### src/hdl/tlpc_pkg.sv
// Shared types, phase codes, lamp codes and the digit segment table.
package tlpc_pkg;

    localparam int unsigned CFG_WIDTH = 16;
    localparam int unsigned CFG_INDEX_WIDTH = 2;

    typedef enum logic [CFG_INDEX_WIDTH-1:0] {
        CFG_GREEN_TICKS  = 2'd0,
        CFG_YELLOW_TICKS = 2'd1,
        CFG_DIGIT_TICKS  = 2'd2,
        CFG_FLASH_TICKS  = 2'd3
    } t_cfg_index;

    typedef enum logic [2:0] {
        PH_EWG   = 3'd0,
        PH_EWY   = 3'd1,
        PH_PED   = 3'd2,
        PH_NSG   = 3'd3,
        PH_NSY   = 3'd4,
        PH_REL1  = 3'd5,
        PH_FLASH = 3'd6,
        PH_REL2  = 3'd7
    } t_phase;

    localparam logic [2:0] LAMP_OFF = 3'b000;
    localparam logic [2:0] LAMP_RED = 3'b001;
    localparam logic [2:0] LAMP_YEL = 3'b010;
    localparam logic [2:0] LAMP_GRN = 3'b100;

    localparam logic [3:0] DIGIT_TOP = 4'd9;

    typedef struct packed {
        logic ped_button_n;
        logic safety_button_n;
    } t_in_beat;

    typedef struct packed {
        logic [2:0] ns_lamps;
        logic [2:0] ew_lamps;
        logic [7:0] segment_pattern;
        logic       ped_indicator;
        logic [2:0] phase_code;
    } t_out_beat;

    function automatic logic [7:0] digit_segments(input logic [3:0] digit);
        logic [7:0] seg;
        unique case (digit)
            4'd0:    seg = 8'h5F;
            4'd1:    seg = 8'h06;
            4'd2:    seg = 8'h9B;
            4'd3:    seg = 8'h8F;
            4'd4:    seg = 8'hC6;
            4'd5:    seg = 8'hCD;
            4'd6:    seg = 8'hDD;
            4'd7:    seg = 8'h07;
            4'd8:    seg = 8'hDF;
            4'd9:    seg = 8'hCF;
            default: seg = 8'h00;
        endcase
        return seg;
    endfunction

endpackage

### src/hdl/traffic_light_pedestrian_controller.sv
// Traffic light controller with pedestrian countdown and safety flashing.
//
//  channel   signals                                     width
//  tick in   i_in_valid / o_in_ready / i_in_beat         2
//  result    o_out_valid / i_out_ready / o_out_beat      18
//  config    i_cfg_we / i_cfg_index / i_cfg_data         1 / 2 / 16
//
// One tick per cycle while the result is not stalled: a beat waits in the input register, then the
// phase update and lamp decode write the result register in a single pass.
// The result becomes valid when the beat moves from the input register into the result register.
// Synchronous active-low reset: EW green, count zero, display blank, flash state lit.
// A stalled result holds both stages; the input stage still fills while empty.
module traffic_light_pedestrian_controller
    import tlpc_pkg::*;
#(
    parameter int unsigned COUNT_WIDTH = 16
) (
    input  logic                       i_clk,
    input  logic                       i_rst_n,
    input  logic                       i_in_valid,
    output logic                       o_in_ready,
    input  t_in_beat                   i_in_beat,
    output logic                       o_out_valid,
    input  logic                       i_out_ready,
    output t_out_beat                  o_out_beat,
    input  logic                       i_cfg_we,
    input  logic [CFG_INDEX_WIDTH-1:0] i_cfg_index,
    input  logic [CFG_WIDTH-1:0]       i_cfg_data
);

    localparam int unsigned LW = (COUNT_WIDTH > CFG_WIDTH) ? COUNT_WIDTH : CFG_WIDTH;
    localparam logic [LW-1:0] CNT_MAX = LW'({COUNT_WIDTH{1'b1}});

    logic [CFG_WIDTH-1:0]   r_green_ticks, r_yellow_ticks, r_digit_ticks, r_flash_ticks;
    logic                   r_in_valid;
    t_in_beat               r_in;
    logic                   r_out_valid;
    t_out_beat              r_out;
    t_phase                 r_phase, n_phase;
    logic [COUNT_WIDTH-1:0] r_tick, n_tick;
    logic [3:0]             r_digit, n_digit;
    logic                   r_disp, n_disp;
    logic                   r_ped, n_ped;
    logic                   r_flash, n_flash;
    t_out_beat              n_out;

    logic                   step;
    logic                   ped, safety;
    logic [CFG_WIDTH-1:0]   len;
    logic [LW-1:0]          target, cur, inc;
    logic                   done;
    logic [COUNT_WIDTH-1:0] adv_tick;

    assign step        = r_in_valid && (!r_out_valid || i_out_ready);
    assign o_in_ready  = !r_in_valid || step;
    assign o_out_valid = r_out_valid;
    assign o_out_beat  = r_out;

    always_ff @(posedge i_clk) begin
        if (!i_rst_n) begin
            r_green_ticks  <= CFG_WIDTH'(600);
            r_yellow_ticks <= CFG_WIDTH'(300);
            r_digit_ticks  <= CFG_WIDTH'(100);
            r_flash_ticks  <= CFG_WIDTH'(50);
        end else if (i_cfg_we) begin
            unique case (t_cfg_index'(i_cfg_index))
                CFG_GREEN_TICKS:  r_green_ticks  <= i_cfg_data;
                CFG_YELLOW_TICKS: r_yellow_ticks <= i_cfg_data;
                CFG_DIGIT_TICKS:  r_digit_ticks  <= i_cfg_data;
                CFG_FLASH_TICKS:  r_flash_ticks  <= i_cfg_data;
                default: ;
            endcase
        end
    end

    always_ff @(posedge i_clk) begin
        if (!i_rst_n) begin
            r_in_valid  <= 1'b0;
            r_out_valid <= 1'b0;
            r_phase     <= PH_EWG;
            r_tick      <= '0;
            r_digit     <= DIGIT_TOP;
            r_disp      <= 1'b0;
            r_ped       <= 1'b0;
            r_flash     <= 1'b1;
        end else begin
            if (o_in_ready) begin
                r_in_valid <= i_in_valid;
            end
            if (step) begin
                r_out_valid <= 1'b1;
                r_phase     <= n_phase;
                r_tick      <= n_tick;
                r_digit     <= n_digit;
                r_disp      <= n_disp;
                r_ped       <= n_ped;
                r_flash     <= n_flash;
            end else if (i_out_ready) begin
                r_out_valid <= 1'b0;
            end
        end
    end

    always_ff @(posedge i_clk) begin
        if (o_in_ready && i_in_valid) begin
            r_in <= i_in_beat;
        end
        if (step) begin
            r_out <= n_out;
        end
    end

    // shared phase timer
    always_comb begin
        unique case (r_phase)
            PH_EWG, PH_NSG: len = r_green_ticks;
            PH_EWY, PH_NSY: len = r_yellow_ticks;
            PH_PED:         len = r_digit_ticks;
            default:        len = r_flash_ticks;
        endcase
        target = LW'(len);
        if (target == '0) begin
            target = LW'(1);
        end
        if (target > CNT_MAX) begin
            target = CNT_MAX;
        end
        cur      = LW'(r_tick);
        inc      = (cur < CNT_MAX) ? cur + LW'(1) : cur;
        done     = inc >= target;
        adv_tick = done ? '0 : inc[COUNT_WIDTH-1:0];
    end

    always_comb begin
        ped     = !r_in.ped_button_n;
        safety  = !r_in.safety_button_n;
        n_phase = r_phase;
        n_tick  = r_tick;
        n_digit = r_digit;
        n_disp  = r_disp;
        n_ped   = r_ped;
        n_flash = r_flash;

        unique case (r_phase)
            PH_EWG, PH_EWY, PH_PED, PH_NSG, PH_NSY: begin
                if (ped) begin
                    n_ped = 1'b1;
                end
                if (safety) begin
                    n_phase = PH_REL1;
                    n_tick  = '0;
                end else begin
                    n_tick = adv_tick;
                    if (done) begin
                        unique case (r_phase)
                            PH_EWG: n_phase = PH_EWY;
                            PH_EWY: begin
                                if (n_ped) begin
                                    n_phase = PH_PED;
                                    n_digit = DIGIT_TOP;
                                    n_disp  = 1'b1;
                                end else begin
                                    n_phase = PH_NSG;
                                end
                            end
                            PH_PED: begin
                                if (r_digit == '0 || r_digit > DIGIT_TOP) begin
                                    n_ped   = 1'b0;
                                    n_disp  = 1'b0;
                                    n_phase = PH_NSG;
                                end else begin
                                    n_digit = r_digit - 4'd1;
                                end
                            end
                            PH_NSG:  n_phase = PH_NSY;
                            default: n_phase = PH_EWG;
                        endcase
                    end
                end
            end
            PH_REL1: begin
                if (!safety) begin
                    n_phase = PH_FLASH;
                    n_tick  = '0;
                    n_flash = 1'b1;
                end
            end
            PH_FLASH: begin
                if (ped) begin
                    n_ped = 1'b1;
                end
                if (safety) begin
                    n_phase = PH_REL2;
                    n_tick  = '0;
                end else begin
                    n_tick = adv_tick;
                    if (done) begin
                        n_flash = !r_flash;
                    end
                end
            end
            default: begin
                if (!safety) begin
                    n_phase = PH_EWG;
                    n_tick  = '0;
                end
            end
        endcase

        n_out.ns_lamps = LAMP_RED;
        n_out.ew_lamps = LAMP_RED;
        unique case (n_phase)
            PH_EWG:         n_out.ew_lamps = LAMP_GRN;
            PH_EWY:         n_out.ew_lamps = LAMP_YEL;
            PH_PED, PH_NSG: n_out.ns_lamps = LAMP_GRN;
            PH_NSY:         n_out.ns_lamps = LAMP_YEL;
            PH_FLASH: begin
                if (!n_flash) begin
                    n_out.ns_lamps = LAMP_OFF;
                    n_out.ew_lamps = LAMP_OFF;
                end
            end
            default: ;
        endcase
        n_out.segment_pattern = (n_disp && n_digit <= DIGIT_TOP) ?
                                digit_segments(n_digit) : 8'h00;
        n_out.ped_indicator   = n_ped;
        n_out.phase_code      = n_phase;
    end

endmodule

### config.mk
export PLATFORM = sky130hd
export DESIGN_NAME = traffic_light_pedestrian_controller
export DESIGN_NICKNAME = d
export VERILOG_FILES = /design/src/hdl/tlpc_pkg.sv /design/src/hdl/traffic_light_pedestrian_controller.sv
export SDC_FILE = /design/constraint.sdc
export NUM_CORES = 1
export LEC_CHECK = 0
export BUFFER_PORTS_ARGS = -buffer_cell sky130_fd_sc_hd__buf_2
export CAP_MARGIN = 40
export CORE_MARGIN = 2
export CORE_UTILIZATION = 40
export CTS_CLUSTER_DIAMETER = 80
export CTS_CLUSTER_SIZE = 25
export DETAILED_ROUTE_END_ITERATION = 8
export HOLD_SLACK_MARGIN = 0.12
export SYNTH_ARGS = -nofsm -noshare
export SYNTH_HDL_FRONTEND = slang
export SYNTH_SLANG_ARGS = --single-unit
### constraint.sdc
create_clock -name i_clk -period 9.7 [get_ports i_clk]
set_clock_uncertainty 0.15 [all_clocks]
set_input_delay 0.485 -clock i_clk [delete_from_list [all_inputs] [get_ports i_clk]]
set_output_delay 0.485 -clock i_clk [all_outputs]
set_load 0.05 [all_outputs]
==> reports/results.ini, run 1 <==
[route]
totalWireLength_um=15830
detail_route.iter0.violations=353
vias_cell=5.408
antenna_violating_nets_remaining=0
drc_errors=0
detailroute.via_count=5581
drtPass1Iterations=5
wire_length_per_cell_um=15.33

[sta]
setup_failing_eps_final=0
worst_slew_margin_rel_pct=41.87
slew_of_the_pin_with_the_lowest_slew_margin_ps=871.9
report.final.hold_viol_count=0
holdWs_ps=155.9
final.period_utilization_pct=61.08
slew_violations=0
setup_repair_after_global_routing_missed_its_margin=no
finalWorstSetupSlack_ps=3775
layout_min_cycle_time_ps=5925
tns_ps=0
fmax_ghz=0.1688

[synth]
ys.flop_type=dfxtp_1
ys_types=69
synth.cells.most_frequent=nand2_1 (175), dfxtp_1 (92), a21boi_0 (56)
ys_seq_elements=111
ys.warnings.count=0
async_reset_ff_share_pct=0
edff_count_synth=19
synth.most_common_cell=nand2_1
synthDominantAreaCellType=dfxtp_1
postSynthNetCount=854
synth_top_cells_by_area=dfxtp_1 (29%), nand2_1 (10%), edfxtp_1 (8.9%)
syn-cell-area_sq_um=6430
post_synth.cell_area_avg_sq_um=7.997
synth_cells=804
seq_area_frac_synth_pct=37.52
top_area_cell_type_share_of_the_netlist_area_pct=28.64

[setup_path]
timing.critical_path.from_type=flop
cp.required_ps=9640
crit_path_frequent_cell=nor2_1
criticalPathCategory=flop to flop
worstSetupStartpoint=r_phase[0]$_SDFFE_PN0P_
worst_r2r_startpoint=r_phase[0]$_SDFFE_PN0P_
r2r-end=o_out_beat[8]$_SDFFCE_PN0P_
timing.critical_path.arrival_ps=5860
r2r_slack_ps=3780
cp_slowest_cell=a32oi_1
timing.critical_path.fanout_max=49
crit_chain=buf_4 > inv_1 > a221oi_1 > nor2_1 > a221oi_1 > nand2_1 > or3_1 > o31ai_1 > ha_1 > and3_1 > o21ai_0 > a311o_1 > and3_2 > nor2_1 > a32oi_1 > inv_1 > ha_1 > or3_1 > a32oi_1 > nor2_1
cp-end-kind=flop
worst_r2r_path_depth=20
crit_path_max_incr_delay_ps=510

[grt]
grt_start_max_net_pins=93
first_global_vias=5093
grt.total_usage_pct=19.54
global_route.usage.met3_pct=3.827
grt-busiest-layer=met2
global_route.overflow_total=0
grt_antenna_before_repair=0
global_route_wire_length_before_repair_um=26330
grt.met2_usage_pct=31.22
grt_use_met1_pct=27.19

[layout]
syn2layout_area_growth_pct=9.652
finalCoreUtilization_pct=44.71
final_net_count=861
antennaDiodeCount=0
post_route_cells_drive_above_1_share_pct=10.66
non_filler_instances=1032
post-route-cell-area_sq_um=7051
fillerInstances=1627

[hold_path]
timing.hold.worst.start=i_in_beat[0]
hold_class=input pin to flop
min_path_cells=1
hold_end=r_in[0]$_DFFE_PP_

[clock_tree]
numCtsBuffers=9
postCtsSetupRepairBufs=0
clock_tree.htree_level_count=3
clk_latency_ps=360
max-clock-path-buffers=2
cts-resized-gates=0
cts_hold_buf=0
tritoncts=done
clock_tree.root_cell=clkbuf_16
clock_sink_count=111
path_clk_slew_ps=70

[power_and_ir_drop]
seqPwrFrac_pct=49.3
power.density_cell_area_nw_per_um2=143.5
power.ir.vdd_worst_v=0.0001370
leakagePower_nw=2.576
p_total_mw=1.012
internal-power_mw=0.7272
switching_power_mw=0.2849
clock_power_share_pct=36.4
power_switching_share_pct=28.15
comb_power_share_pct=14.3

[status]
status=complete, no violations

[die]
core.rowCount=46
initial_core_util_pct=40.77
design.core.area_sq_um=15770
design.portCount=45
floorplan.die.width_um=130.8
die-area_sq_um=17100
dieHeight_um=130.8

[place]
post-place-cells=1016
pre_cts_ws_ps=3794
placedInstanceArea_sq_um=6760
globalplace.congestion=0.8094
dpl.hpwl_um=10710
port_buffers=43

[job]
drv_cap=0

[placed cells by master, fill, tap and decap left out, drive strengths merged, types with 14 or more instances in the layout]
master / netlist / final
mux2i: 14 / 14
edfxtp: 19 / 19
o21ai: 51 / 51
a21boi: 56 / 56
a21oi: 38 / 38
a211oi: 16 / 16
nand2: 175 / 175
nand3: 51 / 51
ha: 25 / 25
dfxtp: 92 / 92
nor2b: 34 / 34
nor2: 35 / 35
buf: 9 / 52
[per-layer routing]
metal  routed length [um]  share of wire [%]  vias to the layer above
met5                    0                  0                        -
met4                  182                1.2                        0
met3                  599                3.8                       12
met2                 7252                 46                       99
met1                 7791                 49                     2617
li1                     -                  -                     2853
[state kept, by name (all words and copies together), names as in the netlist]
name / count
r_flash: 1
r_flash_ticks: 16
o_out_beat: 17
o_out_valid: 1
r_disp: 1
r_green_ticks: 16
r_ped: 1
r_phase: 3
r_yellow_ticks: 16
r_digit_ticks: 16
r_in_valid: 1
r_digit: 4
cur: 16
r_in: 2
[cell type report]
| cell class | count | area [sq um] | share of cell area, % |
|---|---|---|---|
| sequential | 111 | 2415 | 34.25 |
| multi-input combinational | 627 | 3745 | 53.11 |
| clock inverter | 5 | 37.54 | 0.5324 |
| tap | 216 | 270.3 | 3.833 |
| clock buffer | 11 | 252.7 | 3.585 |
| inverter | 10 | 37.54 | 0.5324 |
| timing repair buffer | 52 | 292.8 | 4.153 |
[power groups by stage]
stage | Sequential (mW) | Combinational (mW) | Clock, mW
global route | 0.502 | 0.164 | 0.393
global placement | 0.510 | 0.145 | 0
detailed placement | 0.510 | 0.145 | 0
floorplan | 0.517 | 0.0969 | 0
finish | 0.499 | 0.145 | 0.368
CTS | 0.499 | 0.146 | 0.377
[worst max path at each step]
stage | to
after global routing | o_out_beat[8]$_SDFFCE_PN0P_
after detailed placement | o_out_beat[8]$_SDFFCE_PN0P_
final | o_out_beat[8]$_SDFFCE_PN0P_
after global placement | o_out_beat[8]$_SDFFCE_PN0P_
after floorplan | o_out_beat[8]$_SDFFCE_PN0P_
after CTS | o_out_beat[8]$_SDFFCE_PN0P_
[worst max-delay path, delay by kind of cell, from the launching register on]
family	cells	cell delay, ps
simple gates	8	1510
fa+ha+maj	2	530
buf+inv	3	850
compound gates	7	2110
flops	1	500
[kinds of logic after synthesis]
logic type,after synthesis,synth area share (%)
XOR/XNOR,11,1.498
AO/OA/AOI/OAI,225,23.95
flip-flops,111,37.52
adder cells (fa/ha/maj),25,4.865
AND/OR/NAND/NOR,349,25.26
buffers and inverters,66,4.320
multiplexers,16,2.530
other,1,0.05832
Power figures use the tool's default switching activity.
==> run 2: changes to the inputs <==
Clock period 9.7 ns to 5.28 ns, I/O delays scaled along.
==> reports/results.ini, run 2 (synthesis gave the netlist of run 1 again) <==
[status]
status=complete, no violations  ; unchanged

[route]
wl_met3_um=509  ; was 599 um
detail_route.iter0.violations=345  ; was 353
met2_wirelength_um=7548  ; was 7252 um
drc_errors=0  ; unchanged
detailroute.via_count=5682  ; was 5581
wire_length_per_cell_um=15.35  ; was 15.33 um
wl_met1_um=8140  ; was 7791 um
vias_cell=5.315  ; was 5.408
drtPass1Iterations=5  ; unchanged
antenna_violating_nets_remaining=0  ; unchanged
totalWireLength_um=16410  ; was 15830 um
top_layer_used=met4  ; unchanged

[layout]
mostFrequentLayoutCells=nand2_1 (175), dfxtp_1 (90), a21boi_0 (56)  ; unchanged
final_net_count=898  ; was 861
antennaDiodeCount=0  ; unchanged
fillerInstances=1629  ; was 1627
multiInputGateArea_sq_um=3745  ; unchanged
largest_register_ff_count=17  ; unchanged
post-route-cell-area_sq_um=7401  ; was 7051 sq um
register_area_sq_um=2415  ; unchanged
syn2layout_area_growth_pct=15.10  ; was 9.652%
finalCoreUtilization_pct=46.93  ; was 44.71%
post_route_cells_drive_above_1_share_pct=12.08  ; was 10.66%
layout.cells.most_common=nand2_1  ; unchanged

[grt]
global_route_wire_length_before_repair_um=26720  ; was 26330 um
grt_antenna_before_repair=0  ; unchanged
first_global_vias=5136  ; was 5093
global_route.overflow_total=0  ; unchanged
grt.total_usage_pct=19.80  ; was 19.54%
grt_start_max_net_pins=93  ; unchanged

[clock_tree]
max-clock-path-buffers=2  ; unchanged
clock_tree.root_cell=clkbuf_16  ; unchanged
tritoncts=done  ; unchanged
clock_tree.htree_level_count=3  ; unchanged
path_clk_slew_ps=80  ; was 70 ps
numCtsBuffers=9  ; unchanged
postCtsSetupRepairBufs=0  ; unchanged
clk_latency_ps=370  ; was 360 ps
clock_sink_count=111  ; unchanged

[die]
die-area_sq_um=17100  ; unchanged
core.rowCount=46  ; unchanged
dieHeight_um=130.8  ; unchanged
design.core.area_sq_um=15770  ; unchanged
floorplan.die.width_um=130.8  ; unchanged
design.portCount=45  ; unchanged
initial_core_util_pct=40.77  ; unchanged

[setup_path]
cp.required_ps=5240  ; was 9640 ps
timing.critical_path.arrival_ps=4840  ; was 5860 ps
crit_path_max_incr_delay_ps=480  ; was 510 ps
criticalPathCategory=flop to flop  ; unchanged
timing.critical_path.fanout_max=35  ; was 49
cp_slowest_cell=o21ai_0  ; was a32oi_1
timing.critical_path.from_type=flop  ; unchanged
cp-end-kind=flop  ; unchanged
crit_chain=buf_12 > nor2b_1 > a211oi_1 > a21oi_1 > o21ai_0 > nand4_1 > or3_1 > o31ai_1 > ha_1 > and3_1 > o21ai_0 > a311o_1 > and3_2 > nor2_1 > a32oi_1 > buf_4 > ha_1 > or3_1 > o2111ai_1 > a21oi_1  ; was buf_4 > inv_1 > a221oi_1 > nor2_1 > a221oi_1 > nand2_1 > or3_1 > o31ai_1 > ha_1 > and3_1 > o21ai_0 > a311o_1 > and3_2 > nor2_1 > a32oi_1 > inv_1 > ha_1 > or3_1 > a32oi_1 > nor2_1

[place]
pre_cts_ws_ps=456.3  ; was 3794 ps
port_buffers=43  ; unchanged
globalplace.congestion=0.8169  ; was 0.8094
placedInstanceArea_sq_um=6902  ; was 6760 sq um
dpl.hpwl_um=10920  ; was 10710 um

[power_and_ir_drop]
power_switching_share_pct=29.02  ; was 28.15%
power.density_cell_area_nw_per_um2=256.3  ; was 143.5 nW/um^2
seqPwrFrac_pct=48.3  ; was 49.3%
switching_power_mw=0.5506  ; was 0.2849 mW
internal-power_mw=1.347  ; was 0.7272 mW
leakagePower_nw=2.743  ; was 2.576 nW
comb_power_share_pct=15.5  ; was 14.3%
clock_power_share_pct=36.2  ; was 36.4%
power.ir.vdd_worst_v=0.0001885  ; was 0.0001370 V

[sta]
final.period_utilization_pct=92.35  ; was 61.08%
worst_slew_margin_rel_pct=41.34  ; was 41.87%
layout_min_cycle_time_ps=4876  ; was 5925 ps
slew_violations=0  ; unchanged
report.final.hold_viol_count=0  ; unchanged
setup_failing_eps_final=0  ; unchanged
tns_ps=0  ; unchanged
holdWs_ps=129.6  ; was 155.9 ps
finalWorstSetupSlack_ps=404.0  ; was 3775 ps
slew_of_the_pin_with_the_lowest_slew_margin_ps=879.9  ; was 871.9 ps
fmax_ghz=0.2051  ; was 0.1688 GHz
setup_repair_after_global_routing_missed_its_margin=no  ; unchanged

[job]
drv_cap=0  ; unchanged

[hold_path]
hold_class=input pin to flop  ; unchanged

==> run 2: worst paths after layout <==
path                                       from                            end  slack, ps  cells past startpoint
hold / removal                   i_cfg_index[0]  r_green_ticks[0]$_SDFFE_PN0P_        130                      4
setup / recovery        r_phase[1]$_SDFFE_PN0P_    o_out_beat[4]$_SDFFCE_PN0P_        400                     20
hold reg to reg   r_flash_ticks[3]$_SDFFE_PN0P_  r_flash_ticks[3]$_SDFFE_PN0P_        320                      2
setup reg to reg        r_phase[1]$_SDFFE_PN0P_    o_out_beat[4]$_SDFFCE_PN0P_        400                     20
==> run 2: area by class of cell <==
class,count,share of cell area [%]
multi-input cells,627,50.60
clock inverters,6,0.6762
flip-flops and latches,111,32.63
clock buffers,10,3.229
inverters,10,0.5072
repair buffers,89,8.707
well taps,216,3.652
==> run 2: metrics by stage <==
stage,total power [mW],cells
3_5_place_dp,1.218,1032
2_1_floorplan,1.128,804
4_1_cts,1.916,1069
5_1_grt,1.978,1069
3_3_place_gp,1.214,1031
6_report,1.897,1069
==> run 2: worst max-delay path, delay by kind of cell (launching register included) <==
kind | cells | cell delay, ps
AOI/OAI and AO/OA | 9 | 1860
buffers and inverters | 2 | 410
and+or+nand+nor | 7 | 1430
adders and majority gates | 2 | 390
DFF | 1 | 370
==> run 2: repair_timing <==
action / in CTS / in global routing
hold buffers: 21 / 0
resized for setup: 0 / 1
setup endpoints to repair: 0 / 2
endpoints found under the hold margin: 70 / 0
==> run 2: power by group through the flow <==
stage / Clock, mW / Combinational, mW / Sequential, mW
6_report: 0.687 / 0.294 / 0.916
5_1_grt: 0.731 / 0.327 / 0.920
4_1_cts: 0.705 / 0.295 / 0.916
3_5_place_dp: 0 / 0.282 / 0.935
3_3_place_gp: 0 / 0.279 / 0.935
2_1_floorplan: 0 / 0.178 / 0.950
==> run 2: metal layers <==
layer  up-vias  track usage [%]
met5         -                0
met4         0            5.695
met3        14            3.827
met2        95            32.54
met1      2643            26.59
li1       2930                -
==> run 3: changes to the inputs <==
Settings changed: ABC_AREA set to 1.
==> reports/results.ini, run 3 <==
[layout]
post_route_cells_drive_above_1_share_pct=11.61  ; was 12.08%
multiInputGateArea_sq_um=2940  ; was 3745 sq um
final_net_count=906  ; was 898
post-route-cell-area_sq_um=6655  ; was 7401 sq um
antennaDiodeCount=0  ; unchanged
register_area_sq_um=2412  ; was 2415 sq um
syn2layout_area_growth_pct=14.91  ; was 15.10%
largest_register_ff_count=17  ; unchanged
mostFrequentLayoutCells=nand2_1 (186), nor2_1 (130), dfxtp_1 (92)  ; was nand2_1 (175), dfxtp_1 (90), a21boi_0 (56)
non_filler_instances=1041  ; was 1069
fillerInstances=1447  ; was 1629
layout.cells.most_common=nand2_1  ; unchanged

[power_and_ir_drop]
power.ir.vdd_worst_v=0.0001353  ; was 0.0001885 V
p_total_mw=1.894  ; was 1.897 mW
leakagePower_nw=2.934  ; was 2.743 nW
power.density_cell_area_nw_per_um2=284.6  ; was 256.3 nW/um^2

[job]
drv_cap=0  ; unchanged

[synth]
synth_top_family_by_area=simple AND/OR/NAND/NOR gates  ; unchanged
synth.most_common_cell=nand2_1  ; unchanged
post_synth.cell_area_avg_sq_um=7.195  ; was 7.997 sq um
synth_top_cells_by_area=dfxtp_1 (32%), nand2_1 (12%), edfxtp_1 (9.9%)  ; was dfxtp_1 (29%), nand2_1 (10%), edfxtp_1 (8.9%)
syn-cell-area_sq_um=5792  ; was 6430 sq um
top_area_cell_type_share_of_the_netlist_area_pct=31.80  ; was 28.64%
postSynthNetCount=855  ; was 854
ys_seq_elements=111  ; unchanged
ys.flop_type=dfxtp_1  ; unchanged
synth_mux_area_share_pct=0  ; was 2.530%
synthDominantAreaCellType=dfxtp_1  ; unchanged
edff_count_synth=19  ; unchanged
synth_compound_area_share_pct=15.71  ; was 23.95%
synth_simple_gate_area_share_pct=27.76  ; was 25.26%
seq_area_frac_synth_pct=41.65  ; was 37.52%
synth.cells.most_frequent=nand2_1 (186), nor2_1 (130), dfxtp_1 (92)  ; was nand2_1 (175), dfxtp_1 (92), a21boi_0 (56)
fraction_of_the_mapped_netlist_area_in_adder_cells_pct=5.401  ; was 4.865%
synth_cells=805  ; was 804
ys_types=41  ; was 69
ys.warnings.count=0  ; unchanged
yosys.area_share.xor_xnor_pct=1.815  ; was 1.498%
async_reset_ff_share_pct=0  ; unchanged

[setup_path]
cp-end-kind=flop  ; unchanged
cp.required_ps=5250  ; was 5240 ps
timing.critical_path.arrival_ps=4540  ; was 4840 ps
timing.critical_path.fanout_max=15  ; was 35
worst_r2r_path_depth=29  ; was 20
cp_slowest_cell=dfxtp_1  ; was o21ai_0
timing.critical_path.from_type=flop  ; unchanged
r2r-end=o_out_beat[4]$_SDFFCE_PN0P_  ; unchanged
crit_path_frequent_cell=nand2_1
criticalPathCategory=flop to flop  ; unchanged
r2r_slack_ps=700  ; was 400 ps
crit_path_max_incr_delay_ps=490  ; was 480 ps
worstSetupStartpoint=r_phase[1]$_SDFFE_PN0P_  ; unchanged
worst_r2r_startpoint=r_phase[1]$_SDFFE_PN0P_  ; unchanged

[sta]
report.final.hold_viol_count=0  ; unchanged
holdWs_ps=182.7  ; was 129.6 ps
setup_repair_after_global_routing_missed_its_margin=no  ; unchanged
layout_min_cycle_time_ps=4576  ; was 4876 ps
slew_violations=0  ; unchanged
final.period_utilization_pct=86.68  ; was 92.35%
worst_slew_margin_rel_pct=40.48  ; was 41.34%
slew_of_the_pin_with_the_lowest_slew_margin_ps=886.0  ; was 879.9 ps
fmax_ghz=0.2185  ; was 0.2051 GHz
tns_ps=0  ; unchanged
setup_failing_eps_final=0  ; unchanged

[route]
detailroute.via_count=5136  ; was 5682
detail_route.iter0.violations=343  ; was 345
antenna_violating_nets_remaining=0  ; unchanged
drc_errors=0  ; unchanged
drtPass1Iterations=4  ; was 5
wire_length_per_cell_um=13.63  ; was 15.35 um
vias_cell=4.934  ; was 5.315
totalWireLength_um=14190  ; was 16410 um

[die]
design.core.area_sq_um=13990  ; was 15770 sq um
core.rowCount=43  ; was 46
floorplan.die.width_um=124.3  ; was 130.8 um
design.portCount=45  ; unchanged
initial_core_util_pct=41.40  ; was 40.77%
die-area_sq_um=15460  ; was 17100 sq um
dieHeight_um=124.3  ; was 130.8 um

[clock_tree]
clock_tree.htree_level_count=3  ; unchanged
path_clk_slew_ps=80  ; about the same
clk_latency_ps=370  ; about the same
numCtsBuffers=9  ; unchanged
clock_sink_count=111  ; unchanged
clock_tree.root_cell=clkbuf_16  ; unchanged
tritoncts=done  ; unchanged
max-clock-path-buffers=2  ; unchanged

[grt]
grt_antenna_before_repair=0  ; unchanged
global_route_wire_length_before_repair_um=24230  ; was 26720 um
global_route.overflow_total=0  ; unchanged
first_global_vias=4888  ; was 5136
grt_start_max_net_pins=70  ; was 93
grt.total_usage_pct=19.08  ; was 19.80%

[hold_path]
min_path_cells=4  ; unchanged
hold_end=r_digit_ticks[5]$_SDFFE_PN1P_  ; was r_green_ticks[0]$_SDFFE_PN0P_
timing.hold.worst.start=i_cfg_index[0]  ; unchanged
hold_class=input pin to flop  ; unchanged

[status]
status=complete, no violations  ; unchanged

[place]
port_buffers=43  ; unchanged
dpl.hpwl_um=9721  ; was 10920 um
globalplace.congestion=0.8396  ; was 0.8169
post-place-cells=1004  ; was 1032
placedInstanceArea_sq_um=6158  ; was 6902 sq um

-- run 3: changes by cell type after synthesis, sizes merged, moves of 16 or more --
cell    previous run  this run
a21boi            56         0
a21oi             38        68
clkbuf            47        21
inv                9        74
nand2            175       191
nor2              35       134
nor2b             34         0
o21ai             51        77
-- run 3: critical path: cells and delay by family (launching register included) --
family                     cells  cell delay [ps]
and+or+nand+nor               20             2190
AOI/OAI and AO/OA              4              720
DFF                            1              490
adders and majority gates      2              460
buffers and inverters          3              300
-- run 3: metrics by stage --
step | utilization, % | setup WS [ps]
3_3_place_gp | 43.77 | 721.7
5_1_grt | 47.58 | 170.7
3_5_place_dp | 44.03 | 643.0
2_1_floorplan | - | 1442
4_1_cts | 47.57 | 600.1
6_report | 47.58 | 703.5
-- run 3: how the worst max path moves through the flow --
| stage | to | cells past startpoint |
|---|---|---|
| floorplan | o_out_beat[5]$_SDFFCE_PN0P_ | 31 |
| global placement | o_out_beat[11]$_SDFFCE_PN0P_ | 28 |
| detailed placement | o_out_beat[4]$_SDFFCE_PN0P_ | 28 |
| CTS | o_out_beat[4]$_SDFFCE_PN0P_ | 28 |
| global route | o_out_beat[10]$_SDFFCE_PN0P_ | 27 |
| finish | o_out_beat[4]$_SDFFCE_PN0P_ | 29 |
-- run 3: repair_timing --
| action | CTS | global route |
|---|---|---|
| endpoints found under the setup margin | 0 | 2 |
| hold endpoints to repair | 70 | 0 |
| resized for setup | 0 | 1 |
| buffers inserted | 0 | 0 |
| hold buffers | 21 | 0 |
-- run 3: layer usage --
metal | part of all wire [%] | up-vias | global-route usage (%)
li1 | - | 2746 | -
met1 | 48 | 2283 | 26.13
met2 | 46 | 93 | 30.79
met3 | 4.1 | 14 | 3.050
met4 | 1.5 | 0 | 6.213
met5 | 0 | - | 0
-- run 3: cell type report --
type,count,area share (%)
Multi-Input combinational cell,587,44.18
Clock inverter,5,0.6392
Inverter,75,4.305
Timing Repair Buffer,72,7.595
Tap cell,180,3.384
Sequential cell,111,36.25
Clock buffer,11,3.647
-- run 3: logic make-up after synthesis --
logic type,Yosys count
AOI/OAI and AO/OA,163
and+or+nand+nor,386
adders and majority gates,25
DFF,111
buffers and inverters,107
other,1
xor gates and xnor gates,12
-- run 3: power by group --
part           switching, mW  internal, mW  leakage [nW]
Sequential            0.0223         0.902         0.935
Combinational          0.205        0.0995          1.86
Clock                  0.326         0.339         0.137
